$ cat config.mk
export PLATFORM = sky130hd
export DESIGN_NAME = fvn_div
export DESIGN_NICKNAME = d
export VERILOG_FILES = /design/src/hdl/fvn_pkg.sv /design/src/hdl/fvn_div.sv
export SDC_FILE = /design/constraint.sdc
export NUM_CORES = 1
export LEC_CHECK = 0
export BUFFER_PORTS_ARGS = -buffer_cell sky130_fd_sc_hd__buf_2
export CAP_MARGIN = 20
export CORE_ASPECT_RATIO = 0.75
export CORE_MARGIN = 4
export CORE_UTILIZATION = 50
export DETAILED_ROUTE_END_ITERATION = 6
export PLACE_DENSITY = 0.69
export SYNTH_ARGS = -nofsm -noshare
export SYNTH_HDL_FRONTEND = slang
export SYNTH_SLANG_ARGS = --single-unit
$ cat constraint.sdc
create_clock -name clk -period 9.5 [get_ports clk]
set_input_delay 1.9 -clock clk [delete_from_list [all_inputs] [get_ports clk]]
set_output_delay 1.9 -clock clk [all_outputs]
set_load 0.1 [all_outputs]
$ cat src/hdl/fvn_pkg.sv
// ============================================================================
// fvn_pkg: shared types and constants for the fractal value noise block
// Field widths, hash constants, smoothing kernel taps and the status struct
// passed between the sequencing core, the divider and the top level.
// ============================================================================
package fvn_pkg;

	// Interface widths
	localparam int OCT_W       = 4;
	localparam int COORD_W     = 32;
	localparam int NOISE_W     = 17;
	localparam int IN_TDATA_W  = 64;
	localparam int OUT_TDATA_W = 24;

	// Octave count after reset and default octave limit
	localparam logic [OCT_W-1:0] OCT_RESET   = 4'd4;
	localparam int               MAX_OCTAVES_DEF = 8;

	// Datapath widths
	localparam int FRAC_W    = 16;          // fraction bits of the point
	localparam int FX_W      = 17;          // signed fraction
	localparam int LAT_W     = 32;          // lattice value, 1 .. 2^31
	localparam int ACC_W     = 36;          // smoothing kernel sum
	localparam int SMOOTH_SH = 15;          // kernel sum to Q.20
	localparam int S_W       = 21;          // smoothed value, Q.20
	localparam int AB_W      = 40;          // x interpolation result
	localparam int D_W       = 41;          // difference of the two rows
	localparam int V_W       = 58;          // bilinear result
	localparam int V_SH      = 20;          // bilinear result to 2^-32 units
	localparam int OCT_VAL_W = 38;          // one octave, 2^-32 units
	localparam int MUL_W     = 33;          // signed multiplier operand
	localparam int PROD_W    = 2 * MUL_W;

	// Hash constants
	localparam logic [31:0] LAT_STEP_X = 32'd1000;
	localparam logic [31:0] LAT_STEP_Y = 32'd57000;
	localparam int          HASH_SHL   = 13;
	localparam logic [31:0] HASH_M1    = 32'd15731;
	localparam logic [31:0] HASH_A1    = 32'd789221;
	localparam logic [31:0] HASH_A2    = 32'd1376312589;
	localparam logic [31:0] HASH_ONE   = 32'h8000_0000;

	// Sequencing
	localparam int SM_TAPS   = 9;           // kernel taps per corner
	localparam int GRID_PTS  = 16;          // 4 x 4 lattice window
	localparam int DIV_STEPS = 18;          // quotient bits, one spare for overflow
	localparam int Q_W       = DIV_STEPS;
	localparam int DIV_PRE   = DIV_STEPS - 1;
	localparam logic [NOISE_W-1:0] NOISE_ONE = 17'd65536;

	// Status of an iterative unit
	typedef struct packed {
		logic busy;
		logic done;
	} fvn_stat_t;

	// One smoothing kernel tap: window offset and weight as a shift
	typedef struct packed {
		logic [1:0] da;
		logic [1:0] db;
		logic [1:0] sh;
	} fvn_tap_t;

	// Kernel taps: four corners (1/16), four sides (1/8), centre (1/4)
	function automatic fvn_tap_t fvn_tap(input logic [3:0] tp);
		fvn_tap_t r;
		r = '0;
		case (tp)
			4'd0: r = '{da: 2'd0, db: 2'd0, sh: 2'd0};
			4'd1: r = '{da: 2'd2, db: 2'd0, sh: 2'd0};
			4'd2: r = '{da: 2'd0, db: 2'd2, sh: 2'd0};
			4'd3: r = '{da: 2'd2, db: 2'd2, sh: 2'd0};
			4'd4: r = '{da: 2'd0, db: 2'd1, sh: 2'd1};
			4'd5: r = '{da: 2'd2, db: 2'd1, sh: 2'd1};
			4'd6: r = '{da: 2'd1, db: 2'd0, sh: 2'd1};
			4'd7: r = '{da: 2'd1, db: 2'd2, sh: 2'd1};
			4'd8: r = '{da: 2'd1, db: 2'd1, sh: 2'd2};
			default: r = '0;
		endcase
		return r;
	endfunction

	// Hash seed offset of window point (a, b) from the window origin
	function automatic logic [31:0] fvn_lat_off(input logic [3:0] pt);
		logic [31:0] ox;
		logic [31:0] oy;
		ox = 32'(pt[1:0]) * LAT_STEP_X;
		oy = 32'(pt[3:2]) * LAT_STEP_Y;
		return ox + oy;
	endfunction

endpackage

$ cat src/hdl/fvn_div.sv
// ============================================================================
// fvn_div: normalizing divider
// Divides the weighted octave total by (2^n - 1) * 2^16 with a restoring
// shift-subtract loop, one quotient bit per cycle, then clamps to 0 .. 1.0.
// ============================================================================
module fvn_div #(
	parameter int MAX_OCTAVES = fvn_pkg::MAX_OCTAVES_DEF
) (
	input  logic                                             clk,
	input  logic                                             arst_n,
	input  logic                                             start,
	input  logic signed [MAX_OCTAVES+fvn_pkg::OCT_VAL_W-1:0] total,
	input  logic [$clog2(MAX_OCTAVES+1)-1:0]                 n,
	output logic [fvn_pkg::NOISE_W-1:0]                      quo,
	output fvn_pkg::fvn_stat_t                               stat
);
	import fvn_pkg::*;

	localparam int NW = $clog2(MAX_OCTAVES + 1);
	localparam int TW = MAX_OCTAVES + OCT_VAL_W;
	localparam int RW = TW - 1;
	localparam int CW = $clog2(DIV_STEPS + 1);

	typedef enum logic [2:0] {
		D_IDLE = 3'b001,
		D_RUN  = 3'b010,
		D_DONE = 3'b100
	} div_state_t;

	div_state_t        state_q;
	logic [RW-1:0]     rem_q;
	logic [RW-1:0]     dsh_q;
	logic [Q_W-1:0]    q_q;
	logic [CW-1:0]     cnt_q;
	logic              zero_q;

	// Divisor mask: n low ones
	logic [MAX_OCTAVES-1:0] mask;
	always_comb begin
		for (int j = 0; j < MAX_OCTAVES; j++) begin
			mask[j] = (NW'(j) < n);
		end
	end

	logic ge;
	assign ge = (rem_q >= dsh_q);

	always_ff @(posedge clk or negedge arst_n) begin
		if (!arst_n) begin
			state_q <= D_IDLE;
			cnt_q   <= '0;
			zero_q  <= 1'b1;
		end else begin
			case (state_q)
				D_IDLE: begin
					if (start) begin
						cnt_q <= '0;
						// drop non-positive totals straight to zero
						if (total[TW-1] || (total == '0)) begin
							zero_q  <= 1'b1;
							state_q <= D_DONE;
						end else begin
							zero_q  <= 1'b0;
							state_q <= D_RUN;
						end
					end
				end
				D_RUN: begin
					cnt_q <= cnt_q + 1'b1;
					if (cnt_q == CW'(DIV_STEPS - 1)) begin
						state_q <= D_DONE;
					end
				end
				D_DONE:  state_q <= D_IDLE;
				default: state_q <= D_IDLE;
			endcase
		end
	end

	// Shift-subtract datapath
	always_ff @(posedge clk) begin
		if ((state_q == D_IDLE) && start) begin
			rem_q <= RW'(total);
			dsh_q <= RW'({mask, {(FRAC_W + DIV_PRE){1'b0}}});
			q_q   <= '0;
		end else if (state_q == D_RUN) begin
			if (ge) begin
				rem_q <= rem_q - dsh_q;
			end
			dsh_q <= dsh_q >> 1;
			q_q   <= {q_q[Q_W-2:0], ge};
		end
	end

	// Saturate above 1.0
	always_comb begin
		if (zero_q) begin
			quo = '0;
		end else if (q_q > Q_W'(NOISE_ONE)) begin
			quo = NOISE_ONE;
		end else begin
			quo = q_q[NOISE_W-1:0];
		end
	end

	assign stat = '{busy: (state_q != D_IDLE), done: (state_q == D_DONE)};

endmodule

== After elaboration in Yosys (flattened, before gate mapping) ==
Index checks and enable logic that the tools add are counted.

* Input port bits: 53
* Output and inout port bits: 19
* Word-level logic and storage cells: 50
* Register bits after elaboration: 113

* Add/sub/neg operators: 2
* Mux-type cells: 14
* Equality and inequality tests: 7
* Magnitude comparators: 10
* Reductions and logical operators: 10

{| class="wikitable"
|+ Operators with widths
! operator !! count
|-
| $mux W45 || 3
|-
| $mux W41 || 2
|-
| $logic_not A46 Y1 || 1
|-
| $ge A45 B41 Y1 || 1
|-
| $sub A45 B41 Y45 || 1
|-
| $mux W17 || 2
|-
| $gt A18 B17 Y1 const B || 1
|-
| $lt A3 B4 Y1 const A || 4
|-
| $pmux W5 S2 || 1
|-
| $mux W3 || 3
|-
| $lt A1 B4 Y1 const A || 2
|-
| $lt A2 B4 Y1 const A || 2
|-
| $reduce_and A2 Y1 || 4
|-
| $pmux W3 S2 || 1
|-
| $reduce_bool A2 Y1 || 3
|-
| $add A5 B1 Y5 const B || 1
|-
| $eq A5 B5 Y1 const B || 1
|-
| $mux W5 || 1
|-
| $ne A2 B2 Y1 const B || 2
|-
| $eq A3 B1 Y1 const B || 1
|-
| $eq A3 B2 Y1 const B || 1
|-
| $eq A3 B3 Y1 const B || 1
|-
| $ne A3 B1 Y1 const B || 1
|-
| $logic_and A1 B1 Y1 || 1
|-
| other kinds (2) || 2
|}

== Logic depth before layout (Yosys ltp) ==
* Word-level depth: 5
* Gate-level depth with buffers: 12
* Mapped depth without buffers: 12

== Worst setup path after synthesis ==
No wires, ideal clock.

* Kind: register -> output
* Start point: reg state_q[1]
* End point: out stat[0] (netlist bit)
* Required time: 7.600 ns
* Stages on the path, launching flop included: 2
* Arrival: 2.581 ns
* Path slack: 5.019 ns
* Path buffers: 0
* Path through: dfrtp_1 nor3b_1

{| class="wikitable"
|+ RTL lines
! element !! RTL line !! RTL
|-
| from (decl) || fvn_div.sv:30 || <nowiki>div_state_t state_q;</nowiki>
|-
| from (signal assigned) || fvn_div.sv:50 || <nowiki>state_q <= D_IDLE;</nowiki>
|-
| from (signal assigned) || fvn_div.sv:61 || <nowiki>state_q <= D_DONE;</nowiki>
|-
| from (signal assigned) || fvn_div.sv:64 || <nowiki>state_q <= D_RUN;</nowiki>
|-
| to (decl) || fvn_div.sv:15 || <nowiki>output fvn_pkg::fvn_stat_t stat</nowiki>
|}

== Worst setup path in the final report ==
* Start point: reg q_q[10]
* End point: out quo[13] (netlist bit)

* Word-level cells in the longest chain between the ends: 3

{| class="wikitable"
|+ RTL lines
! element !! RTL line !! RTL
|-
| from (decl) || fvn_div.sv:33 || <nowiki>logic [Q_W-1:0] q_q;</nowiki>
|-
| from (signal assigned) || fvn_div.sv:91 || <nowiki>q_q <= {q_q[Q_W-2:0], ge};</nowiki>
|-
| $gt A18 B17 Y1 || fvn_div.sv:99 || <nowiki>end else if (q_q > Q_W'(NOISE_ONE)) begin</nowiki>
|-
| $mux W17 || fvn_div.sv:99 ||
|-
| $mux W17 || fvn_div.sv:97 || <nowiki>if (zero_q) begin</nowiki>
|-
| to (decl) || fvn_div.sv:14 || <nowiki>output logic [fvn_pkg::NOISE_W-1:0] quo,</nowiki>
|}

No other way between the ends.

==> out/metrics.csv <==
metric,value,unit
status,completed,
crit_arrival,2.69,ns
wl_met3,1110,um
place_congestion,0.916,
cts.path.max_buffers,2,
yosysWarnings,0,
clk_latency,0.41,ns
routed.top_layer,met4,
slew_headroom,29.7,%
skew,0.00752,ns
n_antenna_cell,0,
vias,6426,
die_x,146,um
max_freq,0.218,GHz
post_synth.cell_area_avg,8.29,um2
netlist_area,7170,um2
syn_nets,962,
synth_top_area_share,22.2,%
die_y,112,um
start_kind,flop,
instances_no_fill,1100,
worst_pin_slew,1.05,ns
post-cts-setup-buffer-count,0,
cts_hold_buf,0,
drc,0,
cellPowerDensity,391,nW/um2
clk_pin_slew,0.05,ns
postCtsResizedCells,0,
pin_count,72,
drv_cap,0,
grt_usage,22.3,%
grt_max_degree,106,
start_util,51.6,%
rows,37,
synth-seq-area-share,39.6,%
pre_cts_ws,5.32,ns
required,7.60,ns
synth_edf_count,53,
rsz0062_at_grt,false,
syn-instance-count,865,
maxSlewViolCount,0,
first_pass_iters,5,
drt-met1-wl,9290,um
synth_ff_type,edfxtp_1,
antenna_found_initial,0,
synth_top_cell_by_area,edfxtp_1,
tns,0,ns
dp_hpwl,13400,um
cts.sinks,113,
wl_met2,7590,um
hp-class,flop to flop,
crit_path_max_fanout,16,
root_buffer,clkbuf_16,
io_buffers,71,
hold_violations,0,
fp.coreArea,13900,um2
antenna_left,0,
fin_crit,4.59,ns
htreeDepth,4,
routed_wl,18200,um
dp_cells,1067,
period_share,48.3,%
wire_per_inst,16.5,um
first_global_vias,5937,
finalNetCount,1009,
cts-buffers-inserted,17,
grt_first_pass_wirelength,29800,um
whs,0.471,ns
synthTopCellsByArea,"edfxtp_1 22%, dfxtp_1 14%, ha_1 7.5%",
p_leak,3.21,nW
drtIter0Drc,629,
criticalPathCategory,flop to output pin,
peakVddDrop,0.000163,V
cts_tree,done,
grt-ovfl-total,0,
setup_slack,4.91,ns
synth-seq-cells,113,
via_per_inst,5.84,
layout-drive-gt1-share,12.5,%
area_growth,14.8,%
end_kind,output pin,
synth.distinct_cells,58,
die_area,16300,um2
setup_violations,0,
postSynth.asyncResetShare,7.96,%
## worst max-delay path, stage by stage (launching register included)
cell,delay (ns)
dfxtp_1,0.34
nor4_1,0.38
nand4_1,0.15
nor4_1,0.20
nor2_1,0.06
nor2_1,0.50
and2_1,0.22
buf_2,0.43
## registers in the layout, summed over array words and instances, names as in the netlist
name and flops:
cnt_q 5, zero_q 1, dsh_q 41, rem_q 45, q_q 18, state_q 3
## power by group
group          switching [mW]  total, mW  internal, mW
sequential             0.0638      0.824         0.760
combinational            1.11       1.76         0.653
clock                   0.211      0.633         0.422
## final timing paths
kind | startpoint | endpoint | slack (ns) | depth (start not counted)
setup / recovery | q_q[10] | quo[13] | 4.91 | 7
hold / removal | dsh_q[20] | dsh_q[20] | 0.47 | 2
max in group asynchronous | arst_n | zero_q | 7.91 | 1
min in group asynchronous | arst_n | cnt_q[3] | 1.34 | 1
hold reg to reg | dsh_q[20] | dsh_q[20] | 0.47 | 2
setup reg to reg | rem_q[11] | rem_q[25] | 5.49 | 11
## layout make-up
class,instances,area (um2)
fillers,1253,5660
repair buffers,75,398
clock inverters,2,10.0
clock buffers,30,598
flip-flops and latches,113,2840
well taps,175,219
inverters,53,199
multi-input cells,652,3970
## placed cells by master (no fill, tap or decap), types with 4 or more instances in the layout
cell type / instances
xnor2_1: 21
clkbuf_1: 4
ha_1: 43
nand2_1: 86
xor2_1: 18
nand3_1: 47
a21o_1: 22
inv_1: 53
o21ai_0: 97
o21bai_1: 10
buf_2: 71
or3_1: 6
a21oi_1: 76
o22ai_1: 8
o21a_1: 6
nand4_1: 16
clkbuf_16: 20
nor2_1: 70
nor3_1: 11
dfrtp_1: 7
nor2b_1: 4
a211oi_1: 4
nor4_1: 22
clkbuf_8: 6
and2_1: 20
a31oi_1: 9
edfxtp_1: 53
and3_1: 10
dfxtp_1: 51
## routing by layer
metal	vias up	global-route usage, %
met5	-	0
met4	0	5.58
met3	20	4.27
met2	201	31.6
met1	2993	34.7
li1	3212	-
## logic make-up (layout without fill, tap and decap cells)
| kind of cell | count (synthesis) | count (layout) | share of synthesized area, % |
|---|---|---|---|
| buf+inv | 100 | 160 | 5.27 |
| simple gates | 307 | 307 | 20.5 |
| flops | 113 | 113 | 39.6 |
| compound gates | 259 | 259 | 21.6 |
| fa+ha+maj | 44 | 44 | 7.79 |
| mux | 3 | 3 | 0.419 |
| xor+xnor | 39 | 39 | 4.77 |
## through the flow
stage / power [mW] / instance area (um2) / util (%)
after floorplan: 2.16 / 7170 / -
after global placement: 2.53 / 7600 / 54.7
after detailed placement: 2.54 / 7600 / 54.7
after CTS: 3.20 / 8210 / 59.1
after global routing: 3.46 / 8230 / 59.3
final: 3.22 / 8230 / 59.3
## cells in the mapped netlist (all sizes together) (18+ instances only)
master	n
o21ai	99
nand2	88
a21oi	76
nor2	70
edfxtp	53
inv	53
dfxtp	51
nand3	47
ha	43
clkbuf	38
a21o	22
nor4	22
and2	21
xnor2	21
xor2	18
Power figures use the tool's default switching activity.
